`src/rtl/core/uatd_pkg.sv`:
```
// Package for the unsigned-to-ASCII digit converter.
// Holds the digit cell control struct, the state encoding and the glyph function.
// No dependencies.
package uatd_pkg;

  localparam int VALUE_W   = 32;  // width of the input value field
  localparam int BUF_DEPTH = 10;  // digit cells, enough for any 32-bit decimal value
  localparam int IDX_W     = $clog2(BUF_DEPTH);
  localparam int CHAR_W    = 7;
  localparam int DIGIT_W   = 4;

  localparam logic [CHAR_W-1:0] CHAR_ZERO = 7'h30;  // '0'
  localparam logic [CHAR_W-1:0] CHAR_A    = 7'h61;  // 'a'

  typedef enum logic [1:0] {
    ST_IDLE,
    ST_CONV,
    ST_SCAN,
    ST_EMIT
  } state_t;

  typedef struct packed {
    logic clear;  // start a new conversion
    logic shift;  // take one value bit into the chain
    logic hex;    // radix sixteen: no decimal correction
  } cell_ctrl_t;

  function automatic logic [CHAR_W-1:0] glyph(input logic [DIGIT_W-1:0] d);
    logic [CHAR_W-1:0] c;
    if (d < 4'd10) begin
      c = CHAR_ZERO + CHAR_W'(d);
    end else begin
      c = CHAR_A + CHAR_W'(d - 4'd10);
    end
    return c;
  endfunction

endpackage

```
`src/rtl/core/uatd_cell.sv`:
```
// One digit cell of the shift-and-add-three chain.
// Depends on uatd_pkg for the control struct.
module uatd_cell (
  input  logic                               clk,
  input  uatd_pkg::cell_ctrl_t               ctrl,
  input  logic                               bit_in,
  output logic                               bit_out,
  output logic [uatd_pkg::DIGIT_W-1:0]       digit
);
  import uatd_pkg::*;

  logic [DIGIT_W-1:0] adj;

  // Correct a decimal digit of five or more before the shift so it carries out.
  always_comb begin
    if (!ctrl.hex && (digit >= 4'd5)) begin
      adj = digit + 4'd3;
    end else begin
      adj = digit;
    end
  end

  assign bit_out = adj[DIGIT_W-1];

  always_ff @(posedge clk) begin
    if (ctrl.clear) begin
      digit <= '0;
    end else if (ctrl.shift) begin
      digit <= {adj[DIGIT_W-2:0], bit_in};
    end
  end

endmodule

```
`src/rtl/core/unsigned_to_ascii_digits.sv`:
```
// Top level of the unsigned-to-ASCII digit converter.
// Depends on uatd_pkg and instantiates a row of uatd_cell digit cells.
//
// Usage:
//   Slave channel: s_tdata carries the value, s_tuser selects the radix
//   (0 decimal, 1 lower-case hexadecimal). One transfer is one number.
//   Master channel: one transfer per digit, most significant first; m_tdata
//   holds the ASCII character and m_tlast marks the least significant digit.
//   Zero gives the single character '0'; no terminator follows.
// Operation:
//   The value bits enter a row of ten digit cells one bit per cycle, most
//   significant first; each cell corrects its digit (decimal only) and passes its
//   top bit to the next cell. Only the low min(VALUE_BITS, 32) bits are converted;
//   a scan state then finds the leading digit, and the digits are loaded into
//   the output register in turn. One number is worked on at a time; s_tready
//   is high only between numbers.
// Reset: rst (synchronous, active high) empties the output register and
//   returns to idle; any number in flight is dropped.
// Stall: while m_tready is low the pending digit holds in the output register
//   and the digit sequencer waits. The final digit may still wait there while
//   the next number is accepted and converted.
module unsigned_to_ascii_digits #(
  parameter int VALUE_BITS = 32
) (
  input  logic                          clk,
  input  logic                          rst,
  input  logic                          s_tvalid,
  output logic                          s_tready,
  input  logic [uatd_pkg::VALUE_W-1:0]  s_tdata,   // [31:0] value
  input  logic                          s_tuser,   // [0] hex_mode
  output logic                          m_tvalid,
  input  logic                          m_tready,
  output logic [7:0]                    m_tdata,   // [6:0] digit_char, [7] zero
  output logic                          m_tlast    // last_digit
);
  import uatd_pkg::*;

  // Only the low bits of the value take part.
  localparam int EFF_BITS = (VALUE_BITS < VALUE_W) ? VALUE_BITS : VALUE_W;
  localparam int CNT_W    = $clog2(EFF_BITS + 1);

  state_t               state, state_next;
  cell_ctrl_t           ctrl;
  logic [EFF_BITS-1:0]  shreg;
  logic [CNT_W-1:0]     bits_left;
  logic                 hex;
  logic [IDX_W-1:0]     sel;
  logic [IDX_W-1:0]     top_idx;
  logic                 load_out;
  logic                 dec_ok;

  logic [BUF_DEPTH:0]   chain;
  logic [DIGIT_W-1:0]   digits [BUF_DEPTH];

  // Row of digit cells: the value enters at cell 0, carries move upwards.
  assign chain[0] = shreg[EFF_BITS-1];

  for (genvar i = 0; i < BUF_DEPTH; i++) begin : g_cell
    uatd_cell u_cell (
      .clk     (clk),
      .ctrl    (ctrl),
      .bit_in  (chain[i]),
      .bit_out (chain[i+1]),
      .digit   (digits[i])
    );
  end

  // Locate the most significant non-zero digit; zero keeps index 0.
  always_comb begin
    top_idx = '0;
    for (int i = 0; i < BUF_DEPTH; i++) begin
      if (digits[i] != '0) begin
        top_idx = IDX_W'(i);
      end
    end
  end

  // Every digit in range for decimal; used by a check below.
  always_comb begin
    dec_ok = 1'b1;
    for (int i = 0; i < BUF_DEPTH; i++) begin
      if (digits[i] > 4'd9) begin
        dec_ok = 1'b0;
      end
    end
  end

  always_ff @(posedge clk) begin
    if (rst) begin
      state <= ST_IDLE;
    end else begin
      state <= state_next;
    end
  end

  always_comb begin
    state_next = state;
    s_tready   = 1'b0;
    load_out   = 1'b0;
    ctrl       = '0;
    ctrl.hex   = hex;
    case (state)
      ST_IDLE: begin
        s_tready = 1'b1;
        if (s_tvalid) begin
          ctrl.clear = 1'b1;
          state_next = ST_CONV;
        end
      end
      ST_CONV: begin
        ctrl.shift = 1'b1;
        if (bits_left == CNT_W'(1)) begin
          state_next = ST_SCAN;
        end
      end
      ST_SCAN: begin
        state_next = ST_EMIT;
      end
      ST_EMIT: begin
        // Advance only when the output register is free or being emptied.
        if (!m_tvalid || m_tready) begin
          load_out = 1'b1;
          if (sel == '0) begin
            state_next = ST_IDLE;
          end
        end
      end
      default: begin
        state_next = ST_IDLE;
      end
    endcase
  end

  // Value shifter, bit counter, radix flag and digit pointer.
  always_ff @(posedge clk) begin
    if (ctrl.clear) begin
      shreg     <= s_tdata[EFF_BITS-1:0];
      bits_left <= CNT_W'(EFF_BITS);
      hex       <= s_tuser;
    end else if (ctrl.shift) begin
      shreg     <= shreg << 1;
      bits_left <= bits_left - CNT_W'(1);
    end
    if (state == ST_SCAN) begin
      sel <= top_idx;
    end else if (load_out) begin
      sel <= sel - IDX_W'(1);
    end
  end

  // Output register.
  always_ff @(posedge clk) begin
    if (rst) begin
      m_tvalid <= 1'b0;
    end else if (load_out) begin
      m_tvalid <= 1'b1;
    end else if (m_tready) begin
      m_tvalid <= 1'b0;
    end
  end

  always_ff @(posedge clk) begin
    if (load_out) begin
      m_tdata <= {1'b0, glyph(digits[sel])};
      m_tlast <= (sel == '0);
    end
  end

  // A number never overflows the row of cells.
  a_no_overflow: assert property (@(posedge clk) disable iff (rst)
    (state == ST_CONV) |-> !chain[BUF_DEPTH])
    else $error("carry left the last digit cell");

  // The digit pointer stays inside the row while emitting.
  a_sel_range: assert property (@(posedge clk) disable iff (rst)
    (state == ST_EMIT) |-> (sel < IDX_W'(BUF_DEPTH)))
    else $error("digit pointer out of range");

  // Decimal conversions leave only decimal digits.
  a_dec_digits: assert property (@(posedge clk) disable iff (rst)
    (state == ST_EMIT && !hex) |-> dec_ok)
    else $error("decimal cell holds a digit above nine");

  // Once the final digit is loaded the sequencer has left the emit state.
  a_last_done: assert property (@(posedge clk) disable iff (rst)
    (load_out && sel == '0) |=> (state != ST_EMIT))
    else $error("sequencer still emitting after the final digit");

  // An accepted number starts the conversion.
  a_accept_conv: assert property (@(posedge clk) disable iff (rst)
    (s_tvalid && s_tready) |=> (state == ST_CONV))
    else $error("accepted number did not start conversion");

endmodule
```
`config.mk`:
```
export PLATFORM = sky130hd
export DESIGN_NAME = unsigned_to_ascii_digits
export DESIGN_NICKNAME = d
export VERILOG_FILES = /design/src/rtl/core/uatd_pkg.sv /design/src/rtl/core/uatd_cell.sv /design/src/rtl/core/unsigned_to_ascii_digits.sv
export SDC_FILE = /design/constraint.sdc
export NUM_CORES = 1
export LEC_CHECK = 0
export ABC_AREA = 1
export ABC_CLOCK_PERIOD_IN_PS = 6750
export BUFFER_PORTS_ARGS = -buffer_cell sky130_fd_sc_hd__buf_2
export CAP_MARGIN = 20
export CORE_MARGIN = 10
export CORE_UTILIZATION = 62
export CTS_CLUSTER_SIZE = 30
export DETAILED_ROUTE_END_ITERATION = 10
export HOLD_SLACK_MARGIN = 0.1
export PLACE_DENSITY = 0.83
export SLEW_MARGIN = 5
export SYNTH_ARGS = -nofsm -noshare
export SYNTH_HDL_FRONTEND = slang
export SYNTH_SLANG_ARGS = --single-unit
```
`constraint.sdc`:
```
create_clock -name clk -period 6.75 [get_ports clk]
set_clock_uncertainty 0.05 [all_clocks]
set_input_delay 0.3375 -clock clk [delete_from_list [all_inputs] [get_ports clk]]
set_output_delay 0.3375 -clock clk [all_outputs]
set_load 0.01 [all_outputs]
```
# After elaboration in Yosys (flattened, before gate mapping)
# Cells that the tools add are included.
# Widths: inputs -> output; s select.
dict set report totals {
  word_cells 122
  regBits 94
  in_bits 37
}
dict set report classes {
  n_reduce_logical 28
  order_cmp 12
  muxes 40
  n_bitwise 1
  eq_ne 8
  n_addsub 15
}
# op count
set op_table {}
lappend op_table {{$mux 4} 20}
lappend op_table {{$mux 32} 2}
lappend op_table {{$ge 4x3->1 const B} 10}
lappend op_table {{$add 4x2->4 const B} 9}
lappend op_table {{$reduce_bool 4->1} 9}
lappend op_table {{$bmux 4 s4} 1}
lappend op_table {{$logic_and 1x1->1} 10}
lappend op_table {{$mux 2} 5}
lappend op_table {{$mux 1} 9}
lappend op_table {{$ne 2x2->1 const B} 4}
lappend op_table {{$pmux 2 s4} 1}
lappend op_table {{$add 6x4->7 const A} 1}
lappend op_table {{$add 6x5->7 const A} 1}
lappend op_table {{$mux 7} 1}
lappend op_table {{$eq 6x1->1 const B} 1}
lappend op_table {{$reduce_bool 2->1} 3}
lappend op_table {{$sub 6x1->6 const B} 1}
lappend op_table {{$ge 5x5->1 const B} 1}
lappend op_table {{$not 4->5} 1}
lappend op_table {{$sub 4x4->5 const B} 1}
lappend op_table {{$eq 2x2->1 const B} 2}
lappend op_table {{$logic_not 4->1} 1}
lappend op_table {{$lt 4x4->1 const B} 1}
lappend op_table {{$reduce_and 4->1} 1}
lappend op_table {{7 further kinds} 8}

# Logic depth before layout (Yosys ltp)
# Gate-level depths: netlist of the first run.
dict set report logic_depth {
  word_depth 11
  depth_mapped 17
}

# Modules after synthesis
# Synthesis of the first run repeated with hierarchy kept, for this count alone.
dict set report hier_totals {
  cells_unflattened 853
  hier_area_um2 5920.7
}
# mod area_each_um2 seq_area_each_um2 instances cells_each
set by_module_without_submodules {}
lappend by_module_without_submodules {unsigned_to_ascii_digits 3130.5 1531.5 1 393}
lappend by_module_without_submodules {uatd_cell 279.0 80.1 10 46}

# Worst setup path before layout of the first run
# OpenSTA, ideal clock, no wires.
dict set report synth_timing {
  path_type {register to register}
  startpoint {register state[0]}
  endpoint {register shreg[0] (enable)}
  setup_time_ps 409
  t_required_ps 6291
  t_arrival_ps 1976
  path_buffers 1
  period_less_slack_ps 2435
  slack_ps 4315
  path_stages_with_launch 6
  path_cell_list {dfxtp_1 > inv_1 > ha_1 > nand2_2 > nand2_1 > clkbuf_1}
}
dict set report synth_via {
  elab_chain_len 3
  elab_cells_between_ends 5
}
# element line
set synth_rtl {}
lappend synth_rtl {{from (decl)} unsigned_to_ascii_digits.sv:42} ;# state_t state, state_next;
lappend synth_rtl {{from (signal assigned)} unsigned_to_ascii_digits.sv:92} ;# state <= state_next;
lappend synth_rtl {{$eq 2x1->1 / $logic_not 2->1 (equally long branches)} unsigned_to_ascii_digits.sv:102} ;# case (state)
lappend synth_rtl {{$mux 1} unsigned_to_ascii_digits.sv:102}
lappend synth_rtl {{$reduce_bool 2->1 (no source line) (*)} --}
lappend synth_rtl {{to (signal assigned)} unsigned_to_ascii_digits.sv:137} ;# shreg <= s_tdata[EFF_BITS-1:0];
lappend synth_rtl {{to (signal assigned)} unsigned_to_ascii_digits.sv:141} ;# shreg <= shreg << 1;
lappend synth_rtl {{to (decl)} unsigned_to_ascii_digits.sv:44} ;# logic [EFF_BITS-1:0] shreg;
# Mark *: on every way between the ends. The rest lies on a longest branch, timed or not.
# A chain may end at the register's enable or synchronous reset.

# Final worst setup path of the first run
dict set report layout_timing {
  startpoint {register sel[0]}
  endpoint {register m_tdata[4] (data pin)}
}
dict set report layout_via {
  elab_chain_len 7
  elab_cells_between_ends 9
}
# element line
set layout_rtl {}
lappend layout_rtl {{from (decl)} unsigned_to_ascii_digits.sv:47} ;# logic [IDX_W-1:0] sel;
lappend layout_rtl {{from (signal assigned)} unsigned_to_ascii_digits.sv:145} ;# sel <= top_idx;
lappend layout_rtl {{from (signal assigned)} unsigned_to_ascii_digits.sv:147} ;# sel <= sel - IDX_W'(1);
lappend layout_rtl {{$not 4->5 (implied by the code) (*)} unsigned_to_ascii_digits.sv:164} ;# m_tdata <= {1'b0, glyph(digits[sel])};
lappend layout_rtl {{$bmux 4 s4 (*)} unsigned_to_ascii_digits.sv:164}
lappend layout_rtl {{$mux 4 (implied by the code) (*) (2 in a row)} unsigned_to_ascii_digits.sv:164}
lappend layout_rtl {{$sub 4x4->5} uatd_pkg.sv:33} ;# c = CHAR_A + CHAR_W'(d - 4'd10);
lappend layout_rtl {{$add 6x5->7} uatd_pkg.sv:33}
lappend layout_rtl {{$mux 7 (*)} uatd_pkg.sv:30} ;# if (d < 4'd10) begin
lappend layout_rtl {{to (signal assigned)} unsigned_to_ascii_digits.sv:164}
lappend layout_rtl {{to (decl)} unsigned_to_ascii_digits.sv:33} ;# output logic [7:0] m_tdata,
# Mark *: on every way between the ends. The rest lies on a longest branch, timed or not. The select of a mux whose other input is x is not followed.

==> results of run 1 <==
==> cell usage after synthesis, types with 2 or more instances <==
cell type	instances	area (sq um)
edfxtp_1	45	1350
o22ai_1	27	169
a31oi_1	7	43.8
ha_1	31	388
clkbuf_1	5	18.8
inv_1	71	267
buf_1	4	15.0
nor2_1	20	75.1
xor2_1	11	96.3
nand2_1	168	631
o21ai_2	3	26.3
nor3_1	33	165
o32ai_1	4	35.0
buf_6	5	56.3
nand2_2	4	25.0
dfxtp_1	49	981
buf_2	12	60.1
o2bb2ai_1	2	17.5
o211ai_1	20	150
nor2_2	4	25.0
o31ai_1	3	22.5
and2_1	3	18.8
a21oi_1	15	75.1
o21ai_0	29	145
inv_2	8	30.0
a211oi_1	2	15.0
o21ai_1	12	60.1
nand3_1	36	180
==> stage by stage <==
stage               hold slack, ps  cells  setup WS (ps)
floorplan                      360    643           4310
global placement               429    768           3920
detailed placement             433    768           3780
CTS                            105    784           3750
global route                   102    785           3430
finish                         111    785           3740
==> final cells by class <==
class | instances | area, sq um
inverter | 80 | 303
tap | 105 | 131
sequential | 94 | 2330
fill | 699 | 2580
clock inverter | 6 | 61.3
timing repair buffer | 48 | 248
clock buffer | 10 | 128
multi-input combinational | 442 | 2430
==> how the worst min path moves through the flow <==
stage	slack, ps	endpoint	cells after the start
after global routing	100	state[0]	2
final	110	state[1]	2
after detailed placement	430	g_cell[0].u_cell.digit[0]	2
after floorplan	360	m_tvalid	1
after CTS	100	m_tvalid	2
after global placement	430	g_cell[0].u_cell.digit[0]	2
==> power by group <==
part,switching (W),total (W),internal (W)
sequential,0.0000951,0.000930,0.000834
clock,0.000200,0.000371,0.000171
combinational,0.000534,0.000767,0.000234
total,0.000829,0.00207,0.00124
==> worst max-delay path: stages, from the launching register on <==
cell	delay, ps
edfxtp_1	1050
inv_4	170
nand2_1	130
nand3_1	80
nand3_1	130
nand3_1	90
nand2_1	130
inv_2	80
ha_1	180
inv_1	60
ha_1	150
inv_1	70
nor3_1	220
inv_1	60
nand2_1	70
nand3_1	60
==> what timing repair did <==
item / in CTS / in global routing
hold buffers: 0 / 1
setup endpoints to repair: 0 / 0
hold endpoints to repair: 0 / 1
==> sequential cells by signal, summed over array words and instances (netlist names) <==
register	count
g_cell.u_cell.digit	40
shreg	32
m_tdata	7
bits_left	6
sel	4
state	2
hex	1
m_tlast	1
m_tvalid	1
==> routing by layer <==
| layer | vias to the layer above | part of all wire [%] | track usage (%) |
|---|---|---|---|
| met5 | - | 0 | 0 |
| met4 | 0 | 1.7 | 7.63 |
| met3 | 21 | 6.3 | 4.08 |
| met2 | 160 | 48 | 30.5 |
| met1 | 2058 | 44 | 23.1 |
| li1 | 2241 | - | - |
==> kinds of logic after synthesis <==
kind of cell / synth area share, %
xor+xnor: 2.01
compound gates: 14.9
other cells: 0.0719
flops: 44.7
simple gates: 22.1
buf+inv: 8.82
fa+ha+maj: 7.43
==> results.toml, run 1 <==
[run_status]
status = "complete, no violations"

[floorplanning]
die_x_um = 112
start_util_pct = 63.5
die_area_sq_mm = 0.0125
rows = 33
dieHeight_um = 112
ios = 48
core_area_sq_mm = 0.00822

[placement]
hpwl_um = 8050
port_buffers = 46
place_congestion = 0.898
dpl_cell_area_sq_mm = 0.00543

[yosys]
seq_area_frac_synth_pct = 44.7
synth_warnings = 0
syn_area_per_cell_sq_um = 8.12
synth-edff-count = 45
yosysUniqueCellTypes = 38
synth_area_sq_mm = 0.00522
synth-main-ff-cell = "dfxtp_1"
async_reset_ff_share_pct = 0
syn_inst = 643
synth_seq_cells = 94
synth_nets = 711

[route]
wl_per_cell_um = 14.7
ant_nets = 0
remaining_drc_errors = 0
dr.pass1.iters = 5
drtIter0Drc = 325
vias_per_cell = 5.71
num_vias = 4480
wl_um = 11500

[worst_setup_path]
rr_worst_depth = 15
cp_max_fo = 33
crit_path_end = "m_tdata[4]"
r2r_end = "m_tdata[4]"
reg2reg_slack_ps = 3740
crit_path_end_kind = "flop"
cp.arrival_ps = 3070
cp_data_required_time_ps = 6810
path_class = "flop to flop"
rr_startpoint = "sel[0]"
cp-startpoint = "sel[0]"
startpoint_type = "flop"

[clock_tree]
cts.htree.levels = 3
cts_tree = "yes"
clock_latency_ps = 370
cts.sink_count = 94
numCtsBuffers = 9
post_cts_buffers = 0
ctsLongestPathBuffers = 2
post_cts_resized = 0
clock_tree.root_cell = "clkbuf_8"
path_clk_slew_ps = 90

[layout]
final_cell_mix = "nand2_1, inv_1, dfxtp_1, buf_2, edfxtp_1"
syn2layout_area_growth_pct = 7.91
final_area_sq_mm = 0.00563
drive_gt1_share_pct = 12.5
postLayoutCoreUtil_pct = 68.5
n_antenna_cell = 0
fin_nets = 743
final_common_cell = "nand2_1"

[global_route]
grt_max_degree = 71
grt.total_usage_pct = 18.6
grt_pass1_wl_um = 20000
grt.overflow.total = 0
grt_pass1_vias = 4459
antenna_found_initial = 0

[power]
power_w = 0.00207
vdd_ir_drop_max_uv = 246
power.leakage_nw = 2.34
powerDensity_mw_per_mm2 = 367

[sta]
tns_ps = 0
slew_headroom_pct = 30.8
rsz0062_at_grt = "false"
fmax_mhz = 332
worst_pin_slew_ps = 1040
hold_violations = 0
slew_viol_final = 0
setup_violations = 0
fin_crit_ps = 3010
post-route-period-util_pct = 44.6

[hold_path]
worstHoldStart = "rst"
hold_path.class = "input port to flop"

[flow_run]
cap_violations = 0
(Power assumes the default switching activity.)
==> run 2, diff against run 1 <==
--- a/config.mk
+++ b/config.mk
@@ -6,15 +6,15 @@
 export NUM_CORES = 1
 export LEC_CHECK = 0
 export ABC_AREA = 1
-export ABC_CLOCK_PERIOD_IN_PS = 6750
+export ABC_CLOCK_PERIOD_IN_PS = 2700
 export BUFFER_PORTS_ARGS = -buffer_cell sky130_fd_sc_hd__buf_2
 export CAP_MARGIN = 20
 export CORE_MARGIN = 10
-export CORE_UTILIZATION = 62
+export CORE_UTILIZATION = 54
 export CTS_CLUSTER_SIZE = 30
 export DETAILED_ROUTE_END_ITERATION = 10
 export HOLD_SLACK_MARGIN = 0.1
-export PLACE_DENSITY = 0.83
+export PLACE_DENSITY = 0.76
 export SLEW_MARGIN = 5
 export SYNTH_ARGS = -nofsm -noshare
 export SYNTH_HDL_FRONTEND = slang
==> constraint.sdc (replaced) <==
create_clock -name clk -period 2.7 [get_ports clk]
set_clock_uncertainty 0.05 [all_clocks]
set_input_delay 0.135 -clock clk [delete_from_list [all_inputs] [get_ports clk]]
set_output_delay 0.135 -clock clk [all_outputs]
set_load 0.01 [all_outputs]
==> run 2 against run 1 <==
Die area up 12%. Final cell count rose by 8.4%. Combinational power grew to 2.8 times the previous value. Setup slack got worse by 3500 ps. Sequential share of layout area decreased by 3.1 points. Power grew to 2.6 times the previous value. Final area grew 8.0%. Routed wire length increased by 6.3%. Register-to-register slack got worse by 3500 ps. Critical endpoint unchanged. Highest routed layer unchanged.
==> results.toml, run 2 (synthesis results as in run 1) <==
[layout]
postLayoutCoreUtil_pct = 65.2
syn2layout_area_growth_pct = 16.5
top_regs = "g_cell.u_cell.digit (40), shreg (32), m_tdata (7)"
top_register = "g_cell.u_cell.digit"
final_common_cell = "nand2_1"
largest_reg_flops = 40
final_cell_mix = "nand2_1, inv_1, dfxtp_1, buf_2, edfxtp_1"
fin_nets = 785
n_antenna_cell = 0
drive_gt1_share_pct = 12.9
fillers = 757

[placement]
place_congestion = 0.852
port_buffers = 46
dp_slack_ps = 181
hpwl_um = 8360

[worst_setup_path]
rr_worst_depth = 16
startpoint_type = "flop"
r2r_end = "m_tdata[4]"
crit_path_end_kind = "flop"
cp_max_fo = 33
crit_chain = "buf_12, inv_4, nand2_1, nand3_1, nand3_1, nand3_1, nand2_1, inv_2, ha_1, inv_1, ha_1, inv_1, nor3_1, inv_1, nand2_1, nand3_1"
cp_slowest_stage_delay_ps = 420
cp.arrival_ps = 2550
cpMostUsedCell = "nand3_1"
worstPathBufferInverterCount = 6
rr_startpoint = "sel[0]"
path_class = "flop to flop"
cp_data_required_time_ps = 2750
critical-path-top-delay-family = "simple AND/OR/NAND/NOR gates"
cp_slowest_cell = "edfxtp_1"
reg2reg_slack_ps = 200

[sta]
hold_ws_ps = 164
fmax_mhz = 400
fin_ws_ps = 198
worst_pin_slew_ps = 797
fin_crit_ps = 2500
setup_violations = 0
slew_viol_final = 0
rsz0062_at_grt = "false"
slew_headroom_pct = 46.3
hold_violations = 0
post-route-period-util_pct = 92.7
tns_ps = 0

[route]
ant_nets = 0
dr.pass1.iters = 5
wl_per_cell_um = 14.4
remaining_drc_errors = 0
vias_per_cell = 5.41
wl_um = 12300
num_vias = 4602
drtIter0Drc = 396

[clock_tree]
path_clk_slew_ps = 90
post_cts_resized = 0
clock_tree.root_cell = "clkbuf_8"
cts.htree.levels = 3
clock_latency_ps = 360
cts.sink_count = 94
ctsLongestPathBuffers = 2
cts_tree = "yes"
numCtsBuffers = 9

[hold_path]
hold_path.class = "input port to flop"
worstHoldStart = "s_tvalid"
min_delay_path_depth = 4
whs_endpoint = "state[1]"

[flow_run]
cap_violations = 0

[floorplanning]
die_x_um = 118
core_area_sq_mm = 0.00933
start_util_pct = 55.9
dieHeight_um = 118
die_area_sq_mm = 0.0140
rows = 35
ios = 48

[global_route]
top_usage_layer = "met2"
grt_pass1_wl_um = 21000
globalRouteMet3Util_pct = 4.24
grt.total_usage_pct = 17.5
grt.overflow.total = 0
grt_max_degree = 44
antenna_found_initial = 0
grt_use_met1_pct = 21.7
grt_pass1_vias = 4565
grtUsageMet2_pct = 29.3

[power]
powerDensity_mw_per_mm2 = 875
power_w = 0.00532
power.leakage_nw = 2.53
vdd_ir_drop_max_uv = 587

[run_status]
status = "complete, no violations"
run 2: cell count changes in the layout (fill, tap and decap cells not counted):
cell	previous run	this run
buf_12	0	1
buf_4	1	8
clkinv_2	1	0
clkinvlp_2	1	0
dlygate4sd3_1	1	35
inv_6	1	3
run 2: timing repair:
item	4_1_cts	5_1_grt
buffers inserted	0	1
endpoints found under the setup margin	0	1
hold buffers	35	0
hold endpoints to repair	36	0
run 2: final cells by class:
cell class / count / area (sq um) / area share, %
Sequential cell: 94 / 2330 / 38.3
Tap cell: 129 / 161 / 2.65
Inverter: 80 / 303 / 4.98
Clock inverter: 6 / 68.8 / 1.13
Clock buffer: 10 / 128 / 2.10
Timing Repair Buffer: 90 / 661 / 10.9
Multi-Input combinational cell: 442 / 2430 / 39.9
run 2: routing by layer:
metal  wire, um  vias to the layer above  share of wire [%]
li1           -                     2320                  -
met3        838                       18                6.8
met1       5400                     2107                 44
met5          0                        -                  0
met4        172                        0                1.4
met2       5850                      157                 48
run 2: through the flow:
step                      cells  instance area [sq um]
after floorplan             643                   5220
after global placement      799                   5530
after detailed placement    799                   5530
after CTS                   850                   6070
after global routing        851                   6080
final                       851                   6080
run 2: power by group:
| group | switching [W] | leakage [nW] | internal, W |
|---|---|---|---|
| registers | 0.000168 | 0.828 | 0.00208 |
| logic | 0.00143 | 1.61 | 0.000694 |
| clock network | 0.000507 | 0.0993 | 0.000438 |
| total | 0.00211 | 2.53 | 0.00321 |
run 2: worst min-delay path: stages:
cell and delay, ps:
buf_2 100, o211ai_1 140, nor2_1 110, a211oi_1 40
run 2: worst max path at each step:
| stage | startpoint | end | slack [ps] | cells after the start |
|---|---|---|---|---|
| 2_1_floorplan | state[0] | shreg[0] | 260 | 5 |
| 3_3_place_gp | sel[0] | m_tdata[4] | 330 | 16 |
| 3_5_place_dp | sel[1] | m_tdata[4] | 180 | 14 |
| 4_1_cts | sel[1] | m_tdata[4] | 170 | 14 |
| 5_1_grt | sel[0] | m_tdata[4] | 20 | 16 |
| 6_report | sel[0] | m_tdata[4] | 200 | 16 |
==> run 3, diff against run 2 <==
--- a/config.mk
+++ b/config.mk
@@ -11,6 +11,7 @@
 export CAP_MARGIN = 20
 export CORE_MARGIN = 10
 export CORE_UTILIZATION = 54
+export CTS_BUF_LIST = sky130_fd_sc_hd__clkbuf_16
 export CTS_CLUSTER_SIZE = 30
 export DETAILED_ROUTE_END_ITERATION = 10
 export HOLD_SLACK_MARGIN = 0.1
==> run 3 against run 2 <==
Highest routed layer unchanged. Setup slack worse by 19 ps. Critical path type unchanged. Die area unchanged. Critical path depth unchanged. Routed wire length up 1.7%. Largest power group unchanged. Sequential share of layout area down 0.67 points. Power up 6.8%.
==> results.toml, run 3 (synthesis results as in run 1) <==
[global_route]
grt_pass1_wl_um = 21300
grt_pass1_vias = 4632
antenna_found_initial = 0
grt_max_degree = 44
grt.overflow.total = 0
grt.total_usage_pct = 17.8

[worst_setup_path]
cp.arrival_ps = 2550
cp_max_fo = 33
cp-startpoint = "sel[0]"
reg2reg_slack_ps = 180
path_class = "flop to flop"
crit_path_end = "m_tdata[4]"
cpMostUsedCell = "nand3_1"
cp_data_required_time_ps = 2730
r2r_end = "m_tdata[4]"
crit_path_end_kind = "flop"
cp_slowest_stage_delay_ps = 420
startpoint_type = "flop"
crit_chain = "buf_12, inv_4, nand2_1, nand3_1, nand3_1, nand3_1, nand2_1, inv_2, ha_1, inv_1, ha_1, inv_1, nor3_1, inv_1, nand2_1, nand3_1"
rr_startpoint = "sel[0]"
rr_worst_depth = 16
cp_slowest_cell = "edfxtp_1"

[layout]
drive_gt1_share_pct = 13.0
final_cell_mix = "nand2_1, inv_1, dfxtp_1, buf_2, edfxtp_1"
syn2layout_area_growth_pct = 18.6
n_antenna_cell = 0
largest_reg_flops = 40
final_common_cell = "nand2_1"
fin_cells = 852
top_register = "g_cell.u_cell.digit"
top_regs = "g_cell.u_cell.digit (40), shreg (32), m_tdata (7)"
fin_nets = 786
fillers = 735

[flow_run]
cap_violations = 0

[clock_tree]
clock_tree.root_cell = "clkbuf_16"
cts_tree = "yes"
path_clk_slew_ps = 70
clock_latency_ps = 340
ctsLongestPathBuffers = 2
cts.htree.levels = 3
cts.sink_count = 94
numCtsBuffers = 9

[power]
p_sw_w = 0.00218
vdd_ir_drop_max_uv = 581
powerDensity_mw_per_mm2 = 918
p_seq_share_pct = 39.7
clkPwrFrac_pct = 22.5
switching_share_pct = 38.3
power.leakage_nw = 2.59
p_int_w = 0.00351
combPwrFrac_pct = 37.8

[placement]
dp.cells = 799
hpwl_um = 8360
place_congestion = 0.852
dp_slack_ps = 181
port_buffers = 46

[route]
num_vias = 4672
ant_nets = 0
dr.pass1.iters = 5
drtIter0Drc = 391
wl_per_cell_um = 14.6
remaining_drc_errors = 0
wl_um = 12500
vias_per_cell = 5.48

[sta]
setup_violations = 0
rsz0062_at_grt = "false"
hold_violations = 0
slew_viol_final = 0
worst_pin_slew_ps = 776
hold_ws_ps = 188
fin_crit_ps = 2520
slew_headroom_pct = 47.7
fmax_mhz = 397
tns_ps = 0
fin_ws_ps = 179
post-route-period-util_pct = 93.4

[floorplanning]
ios = 48
start_util_pct = 55.9
rows = 35
dieHeight_um = 118
die_area_sq_mm = 0.0140
die_x_um = 118
core_area_sq_mm = 0.00933

[run_status]
status = "complete, no violations"

[hold_path]
hold_path.class = "input port to flop"
run 3: changes by cell type in the layout (fill, tap and decap cells not counted), sizes merged:
cell	change
clkbuf	-1
inv	+1
buf	+1
run 3: how the worst min path moves through the flow:
stage	cells after the start	startpoint	to	slack, ps
2_1_floorplan	1	rst	m_tvalid	160
3_3_place_gp	1	s_tuser	hex	280
3_5_place_dp	1	s_tuser	hex	270
4_1_cts	4	s_tvalid	state[1]	190
5_1_grt	4	s_tvalid	state[1]	260
6_report	4	s_tvalid	state[1]	190
run 3: layout make-up:
class                           instances  area, sq um  area share, %
Multi-Input combinational cell        442         2430           39.2
Inverter                               80          303           4.89
Tap cell                              129          161           2.61
Sequential cell                        94         2330           37.7
Clock inverter                          7         72.6           1.17
Timing Repair Buffer                   91          668           10.8
Clock buffer                            9          225           3.64
run 3: through the flow:
step	util, %	power, W	area, sq um
floorplan	-	0.00381	5220
global placement	59.3	0.00424	5530
detailed placement	59.3	0.00433	5530
CTS	66.2	0.00566	6180
global route	66.4	0.00607	6190
finish	66.4	0.00568	6190
run 3: metal layers:
metal / global-route usage [%] / vias to the layer above / share of wire (%)
met2: 29.6 / 177 / 48
li1: - / 2326 / -
met1: 22.1 / 2145 / 44
met3: 4.71 / 24 / 6.6
met4: 4.71 / 0 / 1.5
met5: 0 / - / 0
run 3: power groups by stage:
| stage | logic (W) | clock network [W] | registers (W) |
|---|---|---|---|
| 2_1_floorplan | 0.00158 | 0 | 0.00224 |
| 3_3_place_gp | 0.00196 | 0 | 0.00228 |
| 3_5_place_dp | 0.00205 | 0 | 0.00229 |
| 4_1_cts | 0.00211 | 0.00129 | 0.00226 |
| 5_1_grt | 0.00243 | 0.00134 | 0.00230 |
| 6_report | 0.00215 | 0.00128 | 0.00226 |
run 3: what timing repair did:
| action | in CTS | in global routing |
|---|---|---|
| resized for setup | 0 | 0 |
| hold buffers | 35 | 0 |
| setup buffers | 0 | 2 |
| hold endpoints to repair | 36 | 0 |
| endpoints found under the setup margin | 0 | 1 |
run 3: critical path, delay by kind of cell, from the launching register on:
family,cells,cell delay [ps]
simple gates,8,770
flops,1,420
buf+inv,6,570
fa+ha+maj,2,450
